## src/rtl/core/plsc_pkg.sv

```systemverilog
// ----------------------------------------------------------------------------
// plsc_pkg
// Shared types, codes and constants of the palette line scaler.
// ----------------------------------------------------------------------------
package plsc_pkg;

    // Source picture size
    localparam int SRC_W = 160;
    localparam int SRC_H = 144;

    // Default display size
    localparam int DISPLAY_W_DEF = 200;
    localparam int DISPLAY_H_DEF = 228;

    // Configuration port
    localparam int CFG_ADDR_W = 3;
    localparam int CFG_DATA_W = 9;

    localparam logic [CFG_ADDR_W-1:0] REG_BOUNDS_LEFT   = 3'd0;
    localparam logic [CFG_ADDR_W-1:0] REG_BOUNDS_TOP    = 3'd1;
    localparam logic [CFG_ADDR_W-1:0] REG_BOUNDS_WIDTH  = 3'd2;
    localparam logic [CFG_ADDR_W-1:0] REG_BOUNDS_HEIGHT = 3'd3;
    localparam logic [CFG_ADDR_W-1:0] REG_SCALE_MODE    = 3'd4;

    // Reset values of the bounds registers
    localparam logic [7:0] BOUNDS_WIDTH_RST  = 8'd200;
    localparam logic [7:0] BOUNDS_HEIGHT_RST = 8'd228;

    // Scale modes; the unused code behaves as stretch
    localparam logic [1:0] SCALE_CENTRED = 2'd0;
    localparam logic [1:0] SCALE_STRETCH = 2'd1;
    localparam logic [1:0] SCALE_FIT     = 2'd2;

    // Item modes; the unused code is dropped
    localparam logic [1:0] MODE_SHADE     = 2'd0;
    localparam logic [1:0] MODE_PALETTE   = 2'd1;
    localparam logic [1:0] MODE_PAL_WRITE = 2'd2;

    // Colour constants
    localparam logic [7:0] OPAQUE = 8'hC0;
    localparam logic [5:0] SHADE_COLOUR [4] = '{6'h3F, 6'h2A, 6'h15, 6'h00};

    // Reciprocals, 16 fractional bits
    localparam logic [15:0] FIT_H_MUL = 16'd58986;  // 144/160
    localparam logic [16:0] FIT_W_MUL = 17'd72820;  // 160/144
    localparam logic [12:0] RECIP9    = 13'd7282;   // 1/9
    localparam logic [13:0] RECIP5    = 14'd13108;  // 1/5

    // Descriptor queue depth
    localparam int QUEUE_DEPTH = 8;

    typedef struct packed {
        logic [1:0]  mode;
        logic [7:0]  src_col;
        logic [7:0]  src_line;
        logic [5:0]  pixel;
        logic [14:0] palette_word;
    } plsc_in_t;

    typedef struct packed {
        logic [7:0] dest_x;
        logic [7:0] dest_y;
        logic [7:0] argb;
        logic       last;
    } plsc_out_t;

    // Output window in display coordinates
    typedef struct packed {
        logic signed [11:0] ox;
        logic signed [11:0] oy;
        logic [7:0]         ow;
        logic [7:0]         oh;
    } plsc_win_t;

    // Up to two rows by two columns of writes; mask bit 0 is first row,
    // first column, bit 1 first row second column, then the second row
    typedef struct packed {
        logic [7:0] dx0;
        logic [7:0] dy0;
        logic [7:0] argb;
        logic [3:0] mask;
    } plsc_desc_t;

endpackage

```

## src/rtl/core/palette_line_scaler_unit.sv

```systemverilog
// ----------------------------------------------------------------------------
// palette_line_scaler_unit
// Nearest-neighbour scaler of 160x144 source pixels onto a display of 8-bit
// ARGB pixels, with a 64-entry RGB555 palette.
//
// Each source pixel item is mapped into the output window set by the bounds
// registers and the scale mode, and produces zero to four display writes,
// rows outer and columns inner, with last set on the final one. Palette write
// items, line numbers of 144 and up and columns of 160 and up produce no
// writes. An item passes through the front pipeline (palette read with
// products, reciprocal divides, clipping) before its descriptor reaches the
// queue; the front takes a new item every cycle while the queue has room and
// the window has settled. The write sequencer sets the sustained rate; it
// emits one display write per cycle unless the display channel stalls, one
// write per covered pixel of an item. After reset and every configuration
// write the input is held not ready while the window is recomputed.
// ----------------------------------------------------------------------------
module palette_line_scaler_unit #(
    parameter int DISPLAY_W = plsc_pkg::DISPLAY_W_DEF,
    parameter int DISPLAY_H = plsc_pkg::DISPLAY_H_DEF
) (
    input  logic                            aclk,
    input  logic                            aresetn,
    // configuration writes
    input  logic                            cfg_wr_en,
    input  logic [plsc_pkg::CFG_ADDR_W-1:0] cfg_addr,
    input  logic [plsc_pkg::CFG_DATA_W-1:0] cfg_wdata,
    // source item channel
    input  logic                            s_valid,
    output logic                            s_ready,
    input  plsc_pkg::plsc_in_t              s_item,
    // display write channel
    output logic                            m_valid,
    input  logic                            m_ready,
    output plsc_pkg::plsc_out_t             m_item
);

    localparam int CNT_W = $clog2(plsc_pkg::QUEUE_DEPTH + 1);

    plsc_pkg::plsc_win_t  win;
    plsc_pkg::plsc_desc_t push_desc, q_head;
    logic                 accept, push, q_pop, q_valid;
    logic [1:0]           inflight;
    logic [CNT_W-1:0]     q_count;
    logic [CNT_W:0]       committed;

    // Window settle time after reset or a register write
    logic [1:0] settle_reg, settle_next;

    always_comb begin
        if (cfg_wr_en) begin
            settle_next = 2'd2;
        end else if (settle_reg != 2'd0) begin
            settle_next = settle_reg - 2'd1;
        end else begin
            settle_next = settle_reg;
        end
    end

    always_ff @(posedge aclk) begin
        if (!aresetn) begin
            settle_reg <= 2'd2;
        end else begin
            settle_reg <= settle_next;
        end
    end

    // Hold off when the queue cannot take every item already in the front
    assign committed = (CNT_W+1)'(q_count) + (CNT_W+1)'(inflight);
    assign s_ready   = (settle_reg == 2'd0)
                       && (committed < (CNT_W+1)'(plsc_pkg::QUEUE_DEPTH));
    assign accept    = s_valid && s_ready;

    plsc_window u_window (
        .aclk      (aclk),
        .aresetn   (aresetn),
        .cfg_wr_en (cfg_wr_en),
        .cfg_addr  (cfg_addr),
        .cfg_wdata (cfg_wdata),
        .win       (win)
    );

    plsc_front #(
        .DISPLAY_W (DISPLAY_W),
        .DISPLAY_H (DISPLAY_H)
    ) u_front (
        .aclk      (aclk),
        .aresetn   (aresetn),
        .accept    (accept),
        .item      (s_item),
        .win       (win),
        .push      (push),
        .push_desc (push_desc),
        .inflight  (inflight)
    );

    plsc_fifo u_fifo (
        .aclk      (aclk),
        .aresetn   (aresetn),
        .push      (push),
        .push_desc (push_desc),
        .pop       (q_pop),
        .head      (q_head),
        .not_empty (q_valid),
        .count     (q_count)
    );

    plsc_back u_back (
        .aclk    (aclk),
        .aresetn (aresetn),
        .q_valid (q_valid),
        .q_head  (q_head),
        .q_pop   (q_pop),
        .m_valid (m_valid),
        .m_ready (m_ready),
        .m_item  (m_item)
    );

    // A register write must stall the input while the window settles
    a_cfg_holds_input: assert property (@(posedge aclk) disable iff (!aresetn)
        cfg_wr_en |=> !s_ready)
        else $error("input ready while window settles");

endmodule

```

## src/rtl/core/plsc_window.sv

```systemverilog
// ----------------------------------------------------------------------------
// plsc_window
// Configuration registers and the output window derived from them.
// ----------------------------------------------------------------------------
module plsc_window (
    input  logic                            aclk,
    input  logic                            aresetn,
    input  logic                            cfg_wr_en,
    input  logic [plsc_pkg::CFG_ADDR_W-1:0] cfg_addr,
    input  logic [plsc_pkg::CFG_DATA_W-1:0] cfg_wdata,
    output plsc_pkg::plsc_win_t             win
);

    logic [8:0] left_reg, top_reg;
    logic [7:0] width_reg, height_reg;
    logic [1:0] scale_reg;

    logic [23:0] fit_h_prod;
    logic [24:0] fit_w_prod;
    logic [7:0]  fit_h_reg, fit_h_next;
    logic [8:0]  fit_w_reg, fit_w_next;

    plsc_pkg::plsc_win_t win_reg, win_next;

    function automatic logic signed [11:0] half_trunc(input logic signed [9:0] v);
        logic signed [9:0] a;
        a = v + ((v < 10'sd0) ? 10'sd1 : 10'sd0);
        return 12'(a >>> 1);
    endfunction

    always_ff @(posedge aclk) begin
        if (!aresetn) begin
            left_reg   <= '0;
            top_reg    <= '0;
            width_reg  <= plsc_pkg::BOUNDS_WIDTH_RST;
            height_reg <= plsc_pkg::BOUNDS_HEIGHT_RST;
            scale_reg  <= plsc_pkg::SCALE_CENTRED;
        end else if (cfg_wr_en) begin
            unique case (cfg_addr)
                plsc_pkg::REG_BOUNDS_LEFT:   left_reg   <= cfg_wdata[8:0];
                plsc_pkg::REG_BOUNDS_TOP:    top_reg    <= cfg_wdata[8:0];
                plsc_pkg::REG_BOUNDS_WIDTH:  width_reg  <= cfg_wdata[7:0];
                plsc_pkg::REG_BOUNDS_HEIGHT: height_reg <= cfg_wdata[7:0];
                plsc_pkg::REG_SCALE_MODE:    scale_reg  <= cfg_wdata[1:0];
                default: ;
            endcase
        end
    end

    // Aspect fit candidates: width*144/160 and height*160/144
    always_comb begin
        fit_h_prod = 24'(width_reg) * 24'(plsc_pkg::FIT_H_MUL);
        fit_w_prod = 25'(height_reg) * 25'(plsc_pkg::FIT_W_MUL);
        fit_h_next = fit_h_prod[23:16];
        fit_w_next = fit_w_prod[24:16];
    end

    always_comb begin
        logic signed [11:0] left_s, top_s;
        logic [7:0]         fit_w8;
        left_s = 12'(signed'(left_reg));
        top_s  = 12'(signed'(top_reg));
        fit_w8 = fit_w_reg[7:0];
        win_next.ox = left_s;
        win_next.oy = top_s;
        win_next.ow = width_reg;
        win_next.oh = height_reg;
        priority case (scale_reg)
            plsc_pkg::SCALE_CENTRED: begin
                win_next.ow = 8'(plsc_pkg::SRC_W);
                win_next.oh = 8'(plsc_pkg::SRC_H);
                win_next.ox = left_s + half_trunc(signed'({2'b00, width_reg})
                                                  - 10'sd160);
                win_next.oy = top_s + half_trunc(signed'({2'b00, height_reg})
                                                 - 10'sd144);
            end
            plsc_pkg::SCALE_FIT: begin
                if (fit_h_reg <= height_reg) begin
                    win_next.oh = fit_h_reg;
                    win_next.oy = top_s + 12'(8'(height_reg - fit_h_reg) >> 1);
                end else begin
                    win_next.ow = fit_w8;
                    win_next.ox = left_s + 12'(8'(width_reg - fit_w8) >> 1);
                end
            end
            default: ;
        endcase
    end

    always_ff @(posedge aclk) begin
        fit_h_reg <= fit_h_next;
        fit_w_reg <= fit_w_next;
        win_reg   <= win_next;
    end

    assign win = win_reg;

endmodule

```

## src/rtl/core/plsc_front.sv

```systemverilog
// ----------------------------------------------------------------------------
// plsc_front
// Accepts items, keeps the palette store, finds the covered rows and columns
// and queues one write descriptor for each source pixel with a visible write.
// ----------------------------------------------------------------------------
module plsc_front #(
    parameter int DISPLAY_W = plsc_pkg::DISPLAY_W_DEF,
    parameter int DISPLAY_H = plsc_pkg::DISPLAY_H_DEF
) (
    input  logic                    aclk,
    input  logic                    aresetn,
    input  logic                    accept,
    input  plsc_pkg::plsc_in_t      item,
    input  plsc_pkg::plsc_win_t     win,
    output logic                    push,
    output plsc_pkg::plsc_desc_t    push_desc,
    output logic [1:0]              inflight
);

    localparam logic signed [11:0] DISP_W_S = 12'(DISPLAY_W);
    localparam logic signed [11:0] DISP_H_S = 12'(DISPLAY_H);

    // Palette store with per-entry valid bits; an unwritten entry reads zero
    logic [14:0] pal_mem_reg [64];
    logic [63:0] pal_vld_reg;
    logic [14:0] pal_rd_reg;
    logic        pal_ok_reg;

    // Stage 0: accepted draw item
    logic       f0_valid_reg, f0_valid_next;
    logic [1:0] f0_mode_reg;
    logic [7:0] f0_sx_reg, f0_sy_reg;
    logic [1:0] f0_shade_reg;

    // Stage 1: colour and products
    logic        f1_valid_reg;
    logic [7:0]  f1_argb_reg, f1_argb_next;
    logic [15:0] f1_pr0_reg, f1_pr1_reg, f1_pc0_reg, f1_pc1_reg;
    logic [15:0] f1_pr0_next, f1_pr1_next, f1_pc0_next, f1_pc1_next;

    // Stage 2: covered ranges
    logic       f2_valid_reg;
    logic [7:0] f2_argb_reg;
    logic [7:0] f2_r0_reg, f2_r1_reg, f2_c0_reg, f2_c1_reg;

    function automatic logic [7:0] ceil_div144(input logic [15:0] p);
        logic [16:0] s;
        logic [11:0] t;
        logic [24:0] q;
        s = 17'(p) + 17'd143;
        t = 12'(s >> 4);
        q = 25'(t) * 25'(plsc_pkg::RECIP9);
        return q[23:16];
    endfunction

    function automatic logic [7:0] ceil_div160(input logic [15:0] p);
        logic [16:0] s;
        logic [10:0] t;
        logic [24:0] q;
        s = 17'(p) + 17'd159;
        t = 11'(s >> 5);
        q = 25'(t) * 25'(plsc_pkg::RECIP5);
        return q[23:16];
    endfunction

    // Palette write and read
    always_ff @(posedge aclk) begin
        if (accept && item.mode == plsc_pkg::MODE_PAL_WRITE) begin
            pal_mem_reg[item.pixel] <= item.palette_word;
        end
        pal_rd_reg <= pal_mem_reg[item.pixel];
    end

    always_ff @(posedge aclk) begin
        if (!aresetn) begin
            pal_vld_reg <= '0;
            pal_ok_reg  <= 1'b0;
        end else begin
            pal_ok_reg <= pal_vld_reg[item.pixel];
            if (accept && item.mode == plsc_pkg::MODE_PAL_WRITE) begin
                pal_vld_reg[item.pixel] <= 1'b1;
            end
        end
    end

    // Keep only pixels that can land inside the window
    assign f0_valid_next = accept
        && (item.mode == plsc_pkg::MODE_SHADE || item.mode == plsc_pkg::MODE_PALETTE)
        && (item.src_line < 8'(plsc_pkg::SRC_H))
        && (item.src_col < 8'(plsc_pkg::SRC_W));

    always_ff @(posedge aclk) begin
        if (accept) begin
            f0_mode_reg  <= item.mode;
            f0_sx_reg    <= item.src_col;
            f0_sy_reg    <= item.src_line;
            f0_shade_reg <= item.pixel[1:0];
        end
    end

    always_comb begin
        logic [14:0] c;
        c = pal_ok_reg ? pal_rd_reg : 15'd0;
        if (f0_mode_reg == plsc_pkg::MODE_SHADE) begin
            f1_argb_next = plsc_pkg::OPAQUE | {2'b00, plsc_pkg::SHADE_COLOUR[f0_shade_reg]};
        end else begin
            f1_argb_next = plsc_pkg::OPAQUE | {2'b00, c[14:13], c[9:8], c[4:3]};
        end
        f1_pr0_next = 16'(f0_sy_reg) * 16'(win.oh);
        f1_pr1_next = (16'(f0_sy_reg) + 16'd1) * 16'(win.oh);
        f1_pc0_next = 16'(f0_sx_reg) * 16'(win.ow);
        f1_pc1_next = (16'(f0_sx_reg) + 16'd1) * 16'(win.ow);
    end

    always_ff @(posedge aclk) begin
        f1_argb_reg <= f1_argb_next;
        f1_pr0_reg  <= f1_pr0_next;
        f1_pr1_reg  <= f1_pr1_next;
        f1_pc0_reg  <= f1_pc0_next;
        f1_pc1_reg  <= f1_pc1_next;
        f2_argb_reg <= f1_argb_reg;
        f2_r0_reg   <= ceil_div144(f1_pr0_reg);
        f2_r1_reg   <= ceil_div144(f1_pr1_reg);
        f2_c0_reg   <= ceil_div160(f1_pc0_reg);
        f2_c1_reg   <= ceil_div160(f1_pc1_reg);
    end

    always_ff @(posedge aclk) begin
        if (!aresetn) begin
            f0_valid_reg <= 1'b0;
            f1_valid_reg <= 1'b0;
            f2_valid_reg <= 1'b0;
        end else begin
            f0_valid_reg <= f0_valid_next;
            f1_valid_reg <= f0_valid_reg;
            f2_valid_reg <= f1_valid_reg;
        end
    end

    // Clip the two candidate rows and columns to the display
    always_comb begin
        logic signed [11:0] dy0, dy1, dx0, dx1;
        logic [7:0]         nrows, ncols;
        logic               row0_ok, row1_ok, col0_ok, col1_ok;
        dy0   = win.oy + signed'({4'b0000, f2_r0_reg});
        dy1   = dy0 + 12'sd1;
        dx0   = win.ox + signed'({4'b0000, f2_c0_reg});
        dx1   = dx0 + 12'sd1;
        nrows = f2_r1_reg - f2_r0_reg;
        ncols = f2_c1_reg - f2_c0_reg;
        row0_ok = (nrows != 8'd0) && (dy0 >= 12'sd0) && (dy0 < DISP_H_S);
        row1_ok = (nrows > 8'd1)  && (dy1 >= 12'sd0) && (dy1 < DISP_H_S);
        col0_ok = (ncols != 8'd0) && (dx0 >= 12'sd0) && (dx0 < DISP_W_S);
        col1_ok = (ncols > 8'd1)  && (dx1 >= 12'sd0) && (dx1 < DISP_W_S);
        push_desc.dx0  = dx0[7:0];
        push_desc.dy0  = dy0[7:0];
        push_desc.argb = f2_argb_reg;
        push_desc.mask = {row1_ok & col1_ok, row1_ok & col0_ok,
                          row0_ok & col1_ok, row0_ok & col0_ok};
        push = f2_valid_reg && (push_desc.mask != 4'd0);
    end

    assign inflight = 2'(f0_valid_reg) + 2'(f1_valid_reg) + 2'(f2_valid_reg);

endmodule

```

## src/rtl/core/plsc_fifo.sv

```systemverilog
// ----------------------------------------------------------------------------
// plsc_fifo
// Short descriptor queue between the front and the write sequencer.
// ----------------------------------------------------------------------------
module plsc_fifo (
    input  logic                 aclk,
    input  logic                 aresetn,
    input  logic                 push,
    input  plsc_pkg::plsc_desc_t push_desc,
    input  logic                 pop,
    output plsc_pkg::plsc_desc_t head,
    output logic                 not_empty,
    output logic [$clog2(plsc_pkg::QUEUE_DEPTH+1)-1:0] count
);

    localparam int PTR_W = $clog2(plsc_pkg::QUEUE_DEPTH);
    localparam int CNT_W = $clog2(plsc_pkg::QUEUE_DEPTH + 1);

    plsc_pkg::plsc_desc_t slot_reg [plsc_pkg::QUEUE_DEPTH];
    logic [PTR_W-1:0] wr_ptr_reg, wr_ptr_next;
    logic [PTR_W-1:0] rd_ptr_reg, rd_ptr_next;
    logic [CNT_W-1:0] count_reg, count_next;

    always_comb begin
        wr_ptr_next = push ? wr_ptr_reg + PTR_W'(1) : wr_ptr_reg;
        rd_ptr_next = pop  ? rd_ptr_reg + PTR_W'(1) : rd_ptr_reg;
        count_next  = count_reg + CNT_W'(push) - CNT_W'(pop);
    end

    always_ff @(posedge aclk) begin
        if (push) begin
            slot_reg[wr_ptr_reg] <= push_desc;
        end
    end

    always_ff @(posedge aclk) begin
        if (!aresetn) begin
            wr_ptr_reg <= '0;
            rd_ptr_reg <= '0;
            count_reg  <= '0;
        end else begin
            wr_ptr_reg <= wr_ptr_next;
            rd_ptr_reg <= rd_ptr_next;
            count_reg  <= count_next;
        end
    end

    assign head      = slot_reg[rd_ptr_reg];
    assign not_empty = (count_reg != '0);
    assign count     = count_reg;

    a_no_overflow: assert property (@(posedge aclk) disable iff (!aresetn)
        push |-> (count_reg < CNT_W'(plsc_pkg::QUEUE_DEPTH)))
        else $error("descriptor queue overflow");

    a_no_underflow: assert property (@(posedge aclk) disable iff (!aresetn)
        pop |-> (count_reg != '0))
        else $error("descriptor queue underflow");

endmodule

```

## src/rtl/core/plsc_back.sv

```systemverilog
// ----------------------------------------------------------------------------
// plsc_back
// Walks each descriptor and emits one display write per cycle unless the output stalls.
// ----------------------------------------------------------------------------
module plsc_back (
    input  logic                 aclk,
    input  logic                 aresetn,
    input  logic                 q_valid,
    input  plsc_pkg::plsc_desc_t q_head,
    output logic                 q_pop,
    output logic                 m_valid,
    input  logic                 m_ready,
    output plsc_pkg::plsc_out_t  m_item
);

    logic                 cur_valid_reg, cur_valid_next;
    plsc_pkg::plsc_desc_t cur_reg, cur_next;
    logic                 out_valid_reg, out_valid_next;
    plsc_pkg::plsc_out_t  out_reg, out_next;

    logic       out_load, emit;
    logic [3:0] pick, rest;
    logic       sel_col, sel_row;

    always_comb begin
        out_load = !out_valid_reg || m_ready;
        emit     = cur_valid_reg && out_load;
        // Lowest set bit gives row-major order
        pick     = cur_reg.mask & (~cur_reg.mask + 4'd1);
        rest     = cur_reg.mask & ~pick;
        sel_col  = pick[1] | pick[3];
        sel_row  = pick[2] | pick[3];

        out_next.dest_x = cur_reg.dx0 + 8'(sel_col);
        out_next.dest_y = cur_reg.dy0 + 8'(sel_row);
        out_next.argb   = cur_reg.argb;
        out_next.last   = (rest == 4'd0);

        if (emit) begin
            out_valid_next = 1'b1;
        end else if (m_ready) begin
            out_valid_next = 1'b0;
        end else begin
            out_valid_next = out_valid_reg;
        end

        // Advance to the next descriptor once this one is spent
        cur_next      = cur_reg;
        q_pop         = 1'b0;
        if (cur_valid_reg && !(emit && rest == 4'd0)) begin
            cur_valid_next = 1'b1;
            if (emit) begin
                cur_next.mask = rest;
            end
        end else begin
            q_pop          = q_valid;
            cur_valid_next = q_valid;
            cur_next       = q_head;
        end
    end

    always_ff @(posedge aclk) begin
        cur_reg <= cur_next;
        if (emit) begin
            out_reg <= out_next;
        end
    end

    always_ff @(posedge aclk) begin
        if (!aresetn) begin
            cur_valid_reg <= 1'b0;
            out_valid_reg <= 1'b0;
        end else begin
            cur_valid_reg <= cur_valid_next;
            out_valid_reg <= out_valid_next;
        end
    end

    assign m_valid = out_valid_reg;
    assign m_item  = out_reg;

    a_live_desc_has_work: assert property (@(posedge aclk) disable iff (!aresetn)
        cur_valid_reg |-> (cur_reg.mask != 4'd0))
        else $error("active descriptor with no writes left");

endmodule
```

## config.mk

```make
export PLATFORM = sky130hd
export DESIGN_NAME = palette_line_scaler_unit
export DESIGN_NICKNAME = d
export VERILOG_FILES = /design/src/rtl/core/plsc_pkg.sv /design/src/rtl/core/palette_line_scaler_unit.sv /design/src/rtl/core/plsc_window.sv /design/src/rtl/core/plsc_front.sv /design/src/rtl/core/plsc_fifo.sv /design/src/rtl/core/plsc_back.sv
export SDC_FILE = /design/constraint.sdc
export NUM_CORES = 2
export LEC_CHECK = 0
export ABC_AREA = 1
export BUFFER_PORTS_ARGS = -buffer_cell sky130_fd_sc_hd__buf_2
export CAP_MARGIN = 15
export CELL_PAD_IN_SITES_DETAIL_PLACEMENT = 1
export CELL_PAD_IN_SITES_GLOBAL_PLACEMENT = 2
export CORE_UTILIZATION = 38
export CTS_CLUSTER_DIAMETER = 100
export CTS_CLUSTER_SIZE = 28
export DETAILED_ROUTE_END_ITERATION = 10
export GPL_TIMING_DRIVEN = 1
export PLACE_DENSITY = 0.79
export SETUP_SLACK_MARGIN = 0.5
export SLEW_MARGIN = 30
export SYNTH_ARGS = -nofsm -noshare
export SYNTH_HDL_FRONTEND = slang
export SYNTH_SLANG_ARGS = --single-unit
```

## constraint.sdc

```tcl
create_clock -name aclk -period 5.75 [get_ports aclk]
set_input_delay 0 -clock aclk [delete_from_list [all_inputs] [get_ports aclk]]
set_output_delay 0 -clock aclk [all_outputs]
set_load 0.02 [all_outputs]
```

Yosys cells after proc, flatten, opt, wreduce, memory -nomap -nowiden
Memories as Yosys holds them, arrays and structs flattened. A register that Yosys moved wholly into a read port is not among the register bits.
Cells that the tools add are included.
W data, S select, Z words.
Word-level totals
  register bits after elaboration: 357
  RAM bits: 1184
  input port bits: 56
  output and inout port bits: 27
  logic and storage cells: 198
  memories: 2
Memories
  u_front.pal_mem_reg: words 64, bits a word 15, read ports 1, clocked after memory_dff 1, write ports 1, RTL line plsc_front.sv:24  | logic [14:0] pal_mem_reg [64];
  u_fifo.slot_reg: words 8, bits a word 28, read ports 1, clocked after memory_dff 1, write ports 1, RTL line plsc_fifo.sv:19  | plsc_pkg::plsc_desc_t slot_reg [plsc_pkg::QUEUE_DEPTH];
Cells by class
  add/sub/neg operators: 33
  $mul: 10
  $lt $le $gt $ge: 19
  eq/ne operators: 8
  multiplexer cells: 28
  bitwise operators: 13
  reduce and logical (&&, ||, !) cells: 41
Operators by type and width (count)
  $pmux W40 S2: 1
  $add A16 B8 Y16 const B: 4
  $or A64 B64 Y64: 1
  $ge A12 B1 Y1 const B: 4
  $lt A12 B9 Y1 const B: 4
  $mul A12 B12 Y23 const B: 2
  $mul A11 B12 Y22 const B: 2
  $mul A16 B8 Y16: 2
  $mul A8 B8 Y16: 2
  $sub A8 B8 Y8: 4
  $add A12 B2 Y12 const B: 2
  $add A12 B9 Y12: 2
  $mux W12: 2
  $mul A8 B15 Y23 const B: 1
  $mul A8 B15 Y22 const B: 1
  $add A9 B2 Y10: 2
  $add A9 B8 Y10: 2
  $add A9 B9 Y10: 2
  $logic_and A1 B1 Y1: 19
  $add A8 B1 Y9 const B: 2
  $lt A9 B1 Y1 const B: 2
  $mux W6: 3
  $sub A8 B8 Y9 const B: 2
  $add A8 B1 Y8: 2
  other kinds (45): 82

Longest topological paths before layout
  word-level depth: 12
  depth in mapped cells: 33
  depth with buffers taken out: 33

Modules after synthesis
From an unflattened synthesis, not the netlist that was laid out.
Unflattened totals
  cells, all modules: 6851
  area total of the unflattened synthesis: 63006.7 µm²
By module, submodules not included
  plsc_front: times used 1, cells each 4271, area an instance 40576.4 µm², sequential area each 15775.1 µm²
  plsc_fifo: times used 1, cells each 1048, area an instance 10386.2 µm², sequential area each 6986.7 µm²
  plsc_window: times used 1, cells each 1380, area an instance 9789.4 µm², sequential area each 1761.7 µm²
  plsc_back: times used 1, cells each 127, area an instance 2084.5 µm², sequential area each 1631.6 µm²
  palette_line_scaler_unit: times used 1, cells each 25, area an instance 170.2 µm², sequential area each 40.0 µm²

Worst setup path after synthesis
No wires, ideal clock.
  path type: reg-to-reg
  start: register u_front.f1_pr1_reg[0]
  end: register u_front.f2_r1_reg[6]
  library setup time: 0.119 ns
  arrival time: 5.221 ns
  required time: 5.631 ns
  setup slack: 0.410 ns
  cell stages (with the launch flop): 32
  buffers on the path: 0
  period minus slack after synthesis: 5.340 ns
  cell sequence: dfxtp_1 -> inv_1 -> nand3_2 -> nand3_1 -> nor2_1 -> inv_1 -> nand2_1 -> inv_1 -> nor2_2 -> nand3_1 -> nor2_1 -> inv_1 -> nor2_2 -> nor2_1 -> nor2_1 -> inv_1 -> fa_1 -> inv_1 -> ha_1 -> fa_1 -> inv_1 -> fa_1 -> inv_1 -> fa_1 -> ha_1 -> a21oi_1 -> o21ai_0 -> a21oi_1 -> o21ai_0 -> nand2_1 -> nand2_1 -> xor2_1
On the way
  cells in the longest elaborated chain, start to end: 2
Ends and longest elaborated chain
  start: declaration: RTL line plsc_front.sv:38  | logic [15:0] f1_pr0_reg, f1_pr1_reg, f1_pc0_reg, f1_pc1_reg;
  start signal: assignment: RTL line plsc_front.sv:118  | f1_pr1_reg <= f1_pr1_next;
  $add A16 B8 Y16: RTL line plsc_front.sv:50  | s = 17'(p) + 17'd143;
  $mul A12 B12 Y23: RTL line plsc_front.sv:52  | q = 25'(t) * 25'(plsc_pkg::RECIP9);
  end signal: assignment: RTL line plsc_front.sv:123  | f2_r1_reg <= ceil_div144(f1_pr1_reg);
  end: declaration: RTL line plsc_front.sv:44  | logic [7:0] f2_r0_reg, f2_r1_reg, f2_c0_reg, f2_c1_reg;
No other way between the ends.
A chain may end at the register's enable or synchronous reset.

Worst setup path after layout
  start: register u_front.f1_pr1_reg[0]
  end: register u_front.f2_r1_reg[7]
Same word-level chain as after synthesis.

==> results.md <==
* Outcome: completed
* Max Freq at ~190 MHz
* R2r setup slk at roughly 0.51 ns
* GRT busiest layer: met2
* Root Buffer: clkbuf_16
* Rel. slew slack at between 30% and 40%
* Fin util at between 40% and 50%
* CP endpoint kind: flip-flop
* GPL Wtd Cong at around 0.84
* Routed WL at around 160000 um
* Worst-margin pin slew at 0.978 ns
* Post-synthesis sequential area ratio at ~43%
* Max_cap viols at 0
* First-pass GRT wire length at approximately 250000 um
* Die height at between 300 and 400 um
* Post-Synth XOR/XNOR Area at under 10%
* Setup tns final at 0 ns
* CTS tree: built
* Clock slew at reported path FFs at about 0.11 ns
* Yosys warnings at 0
* Drt via density at between 5 and 6
* Max reg flops at about 380
* CTS Sinks at between 900 and 1000
* Mux cell area share after synthesis at 0%
* DRT Pass-1 Iters at 5
* Core ar. at between 0.15 and 0.2 mm^2
* Dominant synthesized flop cell: edfxtp_1
* Die ar. at ~0.16 mm^2
* Mapped Avg Cell Area at 9.94 um^2
* Tmin final at around 5.2 ns
* Synth Area in Simple Gates at between 10% and 20%
* Overflow after GRT at 0
* Crit path arrival time at a little under 6 ns
* Crit path kind: reg -> reg
* Clock Skew at between 0.08 and 0.09 ns
* CP max stage cell: fa_2
* Cts bufs inserted at 47
* Die X at approximately 400 um
* Hold/Removal Path Class: in -> reg
* Placed cell count at roughly 8000
* Fin. Hold Viols at 0
* Worst r2r src: u_front.f1_pr1_reg[0]$_DFF_P_
* Final antenna-violating net count at 0
* Syn-to-layout area delta at 12.4%
* Fillers at between 15000 and 20000
* Largest family of logic cells by synthesized area: adder cells
* Largest net degree at the start of global routing at 85
* Most common cell after layout, fill and taps aside: inv_1
* IO Port Bufs at between 70 and 80
* Netlist cell types at 57
* Most frequent cells in the layout: inv_1 (956), nand2_1 (867), edfxtp_1 (661), ha_1 (552), nor2_1 (508)
* Initial core utilization at between 30% and 40%
* Vias in the first global route at 44733
* Non-Filler Instances at between 8000 and 9000
* Worst skew pair latency at approximately 0.71 ns
* Asr flop ratio synth at 0%
* Worst path max stage delay at about 0.62 ns
* Post-synthesis cell count at 5926
* Worst min-delay path startpoint: s_item[17]
* First DRT Iteration DRCs at 2351
* Final Setup Violations at 0
* Area after DPL at between 0.06 and 0.07 mm^2
* Design Area, Final at about 0.066 mm^2
* Worst Hold Depth at 3
* Post-layout nets at approximately 7100
* GRT met2 Usage at approximately 35%
* Layout cells sized above 1 at 10.5%
* Drc violations at 0
* I/O pin count at 83
* Worst path required time at ~6.3 ns
* Vias at 41977
* Met3 usage at just under 2%
* H-tree Lvls at 2
* Startpoint Class: flip-flop
* Fin crit share at around nine tenths
* Hold EP: u_front.pal_mem_reg[52][8]$_DFFE_PP_
* Num rows at about 140
* Synth Area in Compound Gates at approximately a tenth
* Post-synthesis register bit count at between 900 and 1000
* Initial antenna violation count at 10
* Clk buf depth at 3
* Worst-path fanout max at 4
* M1 GR Usage at between 20% and 30%
* HPWL Detailed at approximately 120000 um
* Total track usage at about a fifth
* R2r endpoint: u_front.f2_r1_reg[7]$_DFF_P_
* Unrepaired setup endpoints after global routing: true
* Fraction of the mapped netlist area in adder cells at ~24%
* Number of cells on the worst reg-to-reg path at 29
* Routed length per instance at approximately 19 um
* Slew Limit Fails at 0
* Number of synthesized flops with an enable pin at around 660
* Post-Syn Area at about 0.059 mm^2
-- worst max-delay path: cells and delay by family (launching register included) --
kind | cells | cell delay, ns
fa+ha+maj | 6 | 2.44
buf+inv | 7 | 0.44
simple gates | 14 | 1.68
compound gates | 1 | 0.09
flops | 1 | 0.32
xor+xnor | 1 | 0.11
-- cell usage after synthesis (all sizes together) (4+ instances only) --
cell type     n  area share [%]
a22o         53            0.79
dfxtp       287             9.8
a22oi        77            0.98
o22ai        35            0.37
a211oi        5           0.064
xnor2        58            0.86
o31ai         4           0.051
nand4       102             1.1
o21ai       247             2.1
o21bai       20            0.27
and3          4           0.042
o21a         73            0.93
o221ai        9            0.13
nor4          6           0.064
a221oi       42            0.62
ha          607              13
nor3         40            0.37
inv        1001             6.4
fa          334              11
o211ai       15            0.19
a21o          6           0.076
clkbuf      107            0.68
buf          48            0.42
a31oi        32            0.34
nand3b        5           0.064
nand3       143             1.3
nand2       920             5.9
a21oi       263             2.2
or2          25            0.27
xor2        125             1.9
edfxtp      661              34
nor2        555             3.6
-- routing by layer --
metal | up-vias | part of all wire, %
li1 | 20080 | -
met1 | 21145 | 46
met2 | 593 | 49
met3 | 157 | 3.3
met4 | 2 | 2.1
met5 | - | 0.0081
-- cell type report --
| type | count | area [um^2] | area share [%] |
|---|---|---|---|
| clock inverter | 19 | 315 | 0.476 |
| inverter | 1004 | 3770 | 5.70 |
| sequential | 948 | 25600 | 38.7 |
| antenna | 5 | 12.5 | 0.0189 |
| timing repair buffer | 303 | 2290 | 3.46 |
| tap | 2044 | 2560 | 3.86 |
| multi-input combinational | 3820 | 30300 | 45.8 |
| clock buffer | 69 | 1290 | 1.95 |
-- per-stage QoR --
step	hold WS, ns	worst slack, ns
3_5_place_dp	0.181	0.0569
2_1_floorplan	0.0793	0.498
5_1_grt	0.0932	0.198
4_1_cts	0.0483	0.461
3_3_place_gp	0.179	0.179
6_report	0.107	0.511
-- kinds of logic (layout without fill, tap and decap cells) --
logic type | count (synthesis) | after routing
other cells | 1 | 7
compound gates | 893 | 893
flops | 948 | 948
simple gates | 1801 | 1801
fa+ha+maj | 941 | 941
xor+xnor | 183 | 183
buf+inv | 1159 | 1395
-- how the worst max path moves through the flow --
| stage | start | endpoint | depth (start not counted) |
|---|---|---|---|
| floorplan | u_front.f1_pr1_reg[0]$_DFF_P_ | u_front.f2_r1_reg[6]$_DFF_P_ | 31 |
| global placement | u_front.f1_pc1_reg[1]$_DFF_P_ | u_front.f2_c1_reg[6]$_DFF_P_ | 30 |
| detailed placement | u_front.f1_pr1_reg[0]$_DFF_P_ | u_front.f2_r1_reg[6]$_DFF_P_ | 30 |
| CTS | u_front.f1_pr1_reg[0]$_DFF_P_ | u_front.f2_r1_reg[6]$_DFF_P_ | 31 |
| global route | u_front.f0_sy_reg[0]$_DFFE_PP_ | u_front.f1_pr1_reg[14]$_DFF_P_ | 25 |
| finish | u_front.f1_pr1_reg[0]$_DFF_P_ | u_front.f2_r1_reg[7]$_DFF_P_ | 29 |
-- repair_timing --
item                                    4_1_cts  5_1_grt
hold endpoints to repair                    487        0
hold buffers                                 62        0
gates resized for setup                      84      239
cloned                                        0        0
endpoints found under the setup margin       34       43
buffers inserted                             33       47
pin swaps                                    39      123
Power is left out: the tool's default activity adds up to more than one toggle a clock period on the data nets, which glitch-free logic cannot reach.
